$ cat src/hdl/crf_pkg.sv
// Shared types, constants and the CRC-32C byte update for the record frame checker.
`timescale 1ns / 1ps
`default_nettype none

package crf_pkg;

  // Record layout and format constants.
  localparam logic [7:0]  REC_VERSION      = 8'd1;
  localparam int unsigned HEADER_BYTES     = 6;
  localparam int unsigned CRC_BYTES        = 4;
  localparam int unsigned FRAME_OVERHEAD   = HEADER_BYTES + CRC_BYTES;
  localparam logic [24:0] MAX_PAYLOAD_RST  = 25'(16 * 1024 * 1024);
  localparam logic [7:0]  KIND_RST         = 8'd1;
  localparam logic [31:0] CRC32C_POLY_REF  = 32'h82F6_3B78;

  // Configuration register indexes.
  localparam logic [1:0] CFG_REC_KIND    = 2'd0;
  localparam logic [1:0] CFG_MAX_PAYLOAD = 2'd1;

  // Status codes of the end-of-record item.
  localparam logic [1:0] ST_OK         = 2'd0;
  localparam logic [1:0] ST_TRUNCATED  = 2'd1;
  localparam logic [1:0] ST_BAD_HEADER = 2'd2;
  localparam logic [1:0] ST_CRC_BAD    = 2'd3;

  // Depth of the queue between the front and back parts.
  localparam int unsigned QUEUE_DEPTH = 4;
  localparam int unsigned QPTR_W      = $clog2(QUEUE_DEPTH);

  // Position class of a byte within the record.
  typedef enum logic [2:0] {
    CLS_VERSION,
    CLS_KIND,
    CLS_LENGTH,
    CLS_PAYLOAD,
    CLS_OTHER
  } byte_cls_t;

  // One classified item as handed from the front part to the back part.
  typedef struct packed {
    logic [7:0] data;
    logic       last;
    byte_cls_t  cls;
    logic       too_long;   // declared length above the configured maximum
    logic       truncated;  // final byte with fewer than ten bytes in total
    logic       len_bad;    // final byte with a total other than length plus ten
  } crf_item_t;

  // Byte-wise CRC-32C update, reflected form.
  function automatic logic [31:0] crc_byte(input logic [31:0] crc_in, input logic [7:0] b);
    logic [31:0] c;
    c = crc_in ^ {24'd0, b};
    for (int k = 0; k < 8; k++) begin
      c = (c >> 1) ^ (CRC32C_POLY_REF & {32{c[0]}});
    end
    return c;
  endfunction

endpackage

`default_nettype wire

$ cat src/hdl/crf_back.sv
// Back part: header checks, CRC-32C accumulation, status decision and the output register.
`timescale 1ns / 1ps
`default_nettype none

module crf_back (
  input  wire logic                clk,
  input  wire logic                rst_n,
  input  wire logic                item_avail,
  input  wire crf_pkg::crf_item_t  item,
  input  wire logic [7:0]          rec_kind,
  input  wire logic                out_stall,
  output logic                     pop,
  output logic                     out_valid,
  output logic                     out_is_status,
  output logic [7:0]               out_payload_data,
  output logic [1:0]               out_status_code
);
  import crf_pkg::*;

  logic [31:0] crc_r, crc_nxt;
  logic [31:0] trail_r, trail_nxt;
  logic        hfail_r, hfail_nxt;
  logic        out_valid_r, out_valid_nxt;
  logic        is_status_r, is_status_nxt;
  logic [7:0]  data_r, data_nxt;
  logic [1:0]  code_r, code_nxt;
  logic        slot_free;
  logic        byte_fail;
  logic [31:0] crc_upd;
  logic [31:0] trail_upd;
  logic        fail_upd;

  assign slot_free = !out_valid_r || !out_stall;
  assign pop       = item_avail && slot_free;

  // Header check of this byte.
  always_comb begin
    unique case (item.cls)
      CLS_VERSION: byte_fail = item.data != REC_VERSION;
      CLS_KIND:    byte_fail = item.data != rec_kind;
      CLS_LENGTH:  byte_fail = item.too_long;
      default:     byte_fail = 1'b0;
    endcase
  end

  assign fail_upd  = hfail_r || byte_fail;
  assign trail_upd = {trail_r[23:0], item.data};
  assign crc_upd   = (item.cls == CLS_OTHER) ? crc_r : crc_byte(crc_r, item.data);

  // Record state and the result of each item taken from the queue.
  always_comb begin
    crc_nxt       = crc_r;
    trail_nxt     = trail_r;
    hfail_nxt     = hfail_r;
    out_valid_nxt = out_valid_r && out_stall;
    is_status_nxt = is_status_r;
    data_nxt      = data_r;
    code_nxt      = code_r;
    if (pop) begin
      if (item.last) begin
        crc_nxt       = 32'hFFFF_FFFF;
        trail_nxt     = 32'd0;
        hfail_nxt     = 1'b0;
        out_valid_nxt = 1'b1;
        is_status_nxt = 1'b1;
        data_nxt      = 8'd0;
        if (item.truncated) begin
          code_nxt = ST_TRUNCATED;
        end else if (fail_upd || item.len_bad) begin
          code_nxt = ST_BAD_HEADER;
        end else if (trail_upd != ~crc_upd) begin
          code_nxt = ST_CRC_BAD;
        end else begin
          code_nxt = ST_OK;
        end
      end else begin
        crc_nxt   = crc_upd;
        trail_nxt = trail_upd;
        hfail_nxt = fail_upd;
        if (item.cls == CLS_PAYLOAD && !fail_upd) begin
          out_valid_nxt = 1'b1;
          is_status_nxt = 1'b0;
          data_nxt      = item.data;
          code_nxt      = ST_OK;
        end
      end
    end
  end

  always_ff @(posedge clk) begin
    if (!rst_n) begin
      crc_r       <= 32'hFFFF_FFFF;
      trail_r     <= 32'd0;
      hfail_r     <= 1'b0;
      out_valid_r <= 1'b0;
    end else begin
      crc_r       <= crc_nxt;
      trail_r     <= trail_nxt;
      hfail_r     <= hfail_nxt;
      out_valid_r <= out_valid_nxt;
    end
  end

  // Output payload register.
  always_ff @(posedge clk) begin
    is_status_r <= is_status_nxt;
    data_r      <= data_nxt;
    code_r      <= code_nxt;
  end

  assign out_valid        = out_valid_r;
  assign out_is_status    = is_status_r;
  assign out_payload_data = data_r;
  assign out_status_code  = code_r;

endmodule

`default_nettype wire

$ cat config.mk
export PLATFORM = sky130hd
export DESIGN_NAME = crf_back
export DESIGN_NICKNAME = d
export VERILOG_FILES = /design/src/hdl/crf_pkg.sv /design/src/hdl/crf_back.sv
export SDC_FILE = /design/constraint.sdc
export NUM_CORES = 1
export LEC_CHECK = 0
export BUFFER_PORTS_ARGS = -buffer_cell sky130_fd_sc_hd__buf_2
export CELL_PAD_IN_SITES_DETAIL_PLACEMENT = 2
export CELL_PAD_IN_SITES_GLOBAL_PLACEMENT = 2
export CORE_AREA = 2 2 130 132
export DETAILED_ROUTE_END_ITERATION = 7
export DIE_AREA = 0 0 132 134
export PLACE_DENSITY_LB_ADDON = 0.1
export SLEW_MARGIN = 20
export SYNTH_ARGS = -nofsm -noshare
export SYNTH_HDL_FRONTEND = slang
export SYNTH_SLANG_ARGS = --single-unit
$ cat constraint.sdc
create_clock -name clk -period 6.6 [get_ports clk]
set_input_delay 0.66 -clock clk [delete_from_list [all_inputs] [get_ports clk]]
set_output_delay 0.66 -clock clk [all_outputs]
set_load 0.005 [all_outputs]
# [After elaboration in Yosys (flattened, before gate mapping)]
# Cells that the tools add are included.
[op_classes] reduce_logical=12 n_bitwise=10 n_mux=15 eq_ne=7
[op_table] cell="$xor 31x32->32" n=8
[op_table] cell="$mux 32" n=2
[op_table] cell="$ne 32x32->1" n=1
[op_table] cell="$not 32->32" n=1
[op_table] cell="$xor 32x8->32" n=1
[op_table] cell="$mux 24" n=1
[op_table] cell="$mux 2" n=5
[op_table] cell="$mux 8" n=1
[op_table] cell="$ne 8x1->1 const B" n=1
[op_table] cell="$ne 8x8->1" n=1
[op_table] cell="$eq 3x2->1 const B" n=2
[op_table] cell="$mux 1" n=5
[op_table] cell="$eq 3x1->1 const B" n=1
[op_table] cell="$eq 3x3->1 const B" n=1
[op_table] cell="$logic_and 1x1->1" n=3
[op_table] cell="$logic_not 1->1" n=3
[op_table] cell="$logic_not 3->1" n=1
[op_table] cell="$logic_or 1x1->1" n=3
[op_table] cell="$pmux 1 s3" n=1
[op_table] cell="$reduce_and 2->1" n=1
[op_table] cell="$reduce_bool 2->1" n=1
[totals] input_bits=27 out_inout_bits=13 wordCells=51 regBits=69

# [Depth between registers and ports, before layout]
[logic_depth] depth_word=16 mapped_depth=11 mapped_depth_nobuf=9

# [Least setup slack after synthesis]
# Ideal clock, no wire load.
[synth_path] path_kind="input to register" startpoint="input port item[9] in the netlist's numbering" endpoint="register code_r[0] (netlist: out_status_code[0]) (data pin)" setup_slack_ns=2.973 path_stages=10 path_buffers=1 setup_ns=0.254 t_arrival_ns=3.373 t_required_ns=6.346 cell_sequence="buf_2 xor2_1 xnor3_1 xnor2_2 xor3_1 a211oi_1 a221oi_1 nor4_1 a31oi_1 o21a_1"
[synth_between] elab_chain_cells=16 word_cells_on_any_way=21 cone_classes="eq/ne (3); mux (6); bitwise (10); reduce/logical (2)"
[synth_lines] item="start: declaration" line_no="crf_back.sv:9" rtl="input wire crf_pkg::crf_item_t item,"
[synth_lines] item="$xor 32x8->32" line_no="crf_pkg.sv:52" rtl="c = crc_in ^ {24'd0, b};"
[synth_lines] item="$xor 31x32->32 (8 in series)" line_no="crf_pkg.sv:54" rtl="c = (c >> 1) ^ (CRC32C_POLY_REF & {32{c[0]}});"
[synth_lines] item="$mux 32" line_no="crf_back.sv:48" rtl="assign crc_upd = (item.cls == CLS_OTHER) ? crc_r : crc_byte(crc_r, item.data);"
[synth_lines] item="$not 32->32" line_no="crf_back.sv:71" rtl="end else if (trail_upd != ~crc_upd) begin"
[synth_lines] item="$ne 32x32->1" line_no="crf_back.sv:71"
[synth_lines] item="$mux 2" line_no="crf_back.sv:71"
[synth_lines] item="$mux 2 *" line_no="crf_back.sv:69" rtl="end else if (fail_upd || item.len_bad) begin"
[synth_lines] item="$mux 2 *" line_no="crf_back.sv:67" rtl="if (item.truncated) begin"
[synth_lines] item="$mux 2 *" line_no="crf_back.sv:60" rtl="if (item.last) begin"
[synth_lines] item="end signal: assignment" line_no="crf_back.sv:108" rtl="code_r <= code_nxt;"
[synth_lines] item="end: declaration" line_no="crf_back.sv:26" rtl="logic [1:0] code_r, code_nxt;"
# Every way passes the cells marked *; elsewhere a longest branch is shown, timed or not.
# A chain may end at the register's enable or synchronous reset.

# [Final worst setup path]
# Same ends and word-level chain as after synthesis.

==> impl_metrics.toml <==
[worst_setup_path]
crit_chain = "buf_2 -> xor2_1 -> xnor3_1 -> xnor2_2 -> xor3_1 -> a211oi_1 -> a221oi_1 -> nor4_1 -> a31oi_1 -> o21a_1"
worst-path-buf-inv = 1
critPathSlowestCell = "xnor3_1"
crit_family = "XOR/XNOR gates"
setup.worst_path.start_class = "input pin"
crit_type = "input pin to flip-flop"
cp-end-kind = "flip-flop"
critical_path_required_ns = 6.70
critPathMaxFanout = 11
slowest_delay_ns = 0.73
worst_ep_arrival_time_ns = 4.17

[power]
p_clk_frac = 0.134
power.share.sequential = 0.171
comb_power_share = 0.694
p_per_area_mw_per_mm2 = 648
internal-power_mw = 1.93
switchingPower_mw = 1.64
leakagePower_nw = 2.05
netSwitchingFraction = 0.459
ir_worst_vdd_mv = 0.189

[clock_tree]
cts-resized-gates = 0
post_cts_buffers = 0
clkTransAtPathRegs_ns = 0.06
clk_path_buf_depth = 2
h-tree-depth = 3
cts_tree = "built"
cts.sinks = 69
insertion_delay_ns = 0.35
hold_buffers = 0
numCtsBuffers = 9
cts-root-buf = "clkbuf_16"

[global_route]
antenna_found_initial = 0
first_global_vias = 4374
grtUsageTotal = 0.208
grt_max_degree = 59
overflow = 0
grt_pass1_wl_um = 27300

[timing]
rsz0062_at_grt = "false"
drv_slew = 0
hold_viol = 0
fin_ws_ns = 2.53
worst_pin_slew_ns = 0.890
relSlewSlack = 0.405
finalSetupViolations = 0
period_share = 0.617
fin_crit_ns = 4.07
fmax_mhz = 246
finClkSkew_ns = 0.00578
finalSetupTns_ns = 0

[finish]
drive_above_1_share = 0.150
stdcell_area_mm2 = 0.00551
n_antenna_cell = 0
area_delta_synth_final_pct = 13.8
fin_nets = 561

[detailed_routing]
first_pass_iters = 4
viasPerCell = 5.35
routedWlPerCell_um = 23.2
drc_errors = 0
drt_iter0_drc = 161
drtAntennaViolNets = 0
via_count = 4063
totalWireLength_um = 17600

[synth]
syn_area_mm2 = 0.00484
ys_types = 67
synth-edff-count = 11
async_flop_share = 0
yosysTopAreaCellShare = 0.240
yosysSeqAreaShare = 0.308
synth_seq_cells = 69
synth-main-ff-cell = "dfxtp_1"
syn_area_per_cell_um2 = 9.41
synth_top_area_cell = "dfxtp_1"
yosys-top-cells-area = "dfxtp_1 24%, xnor2_1 11%, xnor3_1 7.5%, edfxtp_1 6.8%, nand2_1 5.7%"
synth_warnings = 0
synth_cells = 514
synth_nets = 541

[floorplanning]
die-width_um = 132
die-area_mm2 = 0.0177
dieHeight_um = 134
core_area_mm2 = 0.0163
ioPinCount = 40
start_util = 0.297
rows = 47

[placed_design]
placed_cell_area_mm2 = 0.00522
gp_congestion = 0.847
hpwl_um = 12800
place_ws_ns = 2.17
portBuffers = 39

[min_path]
min_path_type = "flip-flop to flip-flop"

[run]
cap_violations = 0

[run_status]
run_status = "finished clean"
## logic make-up after synthesis
kind of cell / share of synthesized area
and+or+nand+nor: 0.169
AOI/OAI and AO/OA: 0.180
xor gates and xnor gates: 0.303
DFF: 0.308
buffers and inverters: 0.0354
muxes: 0.00414
## synth_stat cells (all sizes together) (6+ instances only)
cell type and number:
nand2 73, xnor2 71, dfxtp 58, o22ai 34
clkbuf 29, xor2 29, nor2 25, a21boi 24
nand3b 17, xnor3 17, edfxtp 11, o21ai 10
nor2b 8, a31oi 7, buf 7, inv 7
a21oi 6, o32ai 6
## cell usage in the layout (no fill, tap or decap), drive strengths merged, types with 3 or more instances in the layout
master,synthesis,routed
nor4bb,3,3
or3,4,4
o21ai,10,10
and2,3,3
nand2,73,73
o21a,3,3
xnor3,17,17
clkbuf,29,10
nand3b,17,17
clkinv,0,4
o32ai,6,6
xor2,29,29
a21boi,24,24
o22ai,34,34
dfxtp,58,58
xnor2,71,71
buf,7,45
inv,7,7
nor2,25,25
a21oi,6,6
a31oi,7,7
nor4b,5,5
nor3,4,4
a41oi,3,3
o2111ai,3,3
a211o,4,4
a211oi,3,3
edfxtp,11,11
nand3,5,5
nor2b,8,8
## power by group through the flow
stage / clock (mW) / sequential, mW / combinational (mW)
global route: 0.513 / 0.626 / 2.70
CTS: 0.495 / 0.613 / 2.50
floorplan: 0 / 0.586 / 1.93
finish: 0.479 / 0.611 / 2.47
global placement: 0 / 0.620 / 2.44
detailed placement: 0 / 0.621 / 2.48
## layer usage
layer / global-route usage / wire [um]
met5: 0 / 0
met4: 0.0791 / 410
met3: 0.0355 / 622
met2: 0.345 / 8410
met1: 0.271 / 8180
## stage by stage
step | total power, mW | hold slack [ns] | instances | utilization
6_report | 3.57 | 0.508 | 759 | 0.338
5_1_grt | 3.84 | 0.553 | 759 | 0.338
4_1_cts | 3.61 | 0.521 | 759 | 0.338
3_5_place_dp | 3.11 | 0.518 | 743 | 0.320
3_3_place_gp | 3.06 | 0.483 | 743 | 0.320
2_1_floorplan | 2.51 | 0.453 | 514 | -
## layout make-up
| class | count | area (um^2) |
|---|---|---|
| clock buffers | 10 | 229 |
| clock inverters | 6 | 55.1 |
| fillers | 1832 | 10800 |
| inverters | 7 | 26.3 |
| multi-input cells | 402 | 3190 |
| flip-flops and latches | 69 | 1490 |
| well taps | 220 | 275 |
| repair buffers | 45 | 243 |
## sequential cells by signal, indices dropped and copies added, names as in the netlist
| name | count |
|---|---|
| trail_r | 24 |
| out_payload_data | 8 |
| out_status_code | 2 |
| hfail_r | 1 |
| out_valid | 1 |
| out_is_status | 1 |
| crc_r | 32 |
## worst paths after layout
path / startpoint / endpoint / slack, ns / depth (start not counted)
min reg2reg: trail_r[21] / trail_r[21] / 0.51 / 2
max reg2reg: crc_r[2] / out_status_code[0] / 2.58 / 9
max: item[9] / out_status_code[0] / 2.53 / 10
min: trail_r[21] / trail_r[21] / 0.51 / 2
## worst register-to-register path, cell delays in order (launching register included)
cell and delay, ns:
dfxtp_1 0.46, xor2_1 0.38, xnor3_1 0.73, xnor2_2 0.55, xor3_1 0.42, a211oi_1 0.30
a221oi_1 0.12, nor4_1 0.45, a31oi_1 0.17, o21a_1 0.19
(Power assumes the default switching activity.)
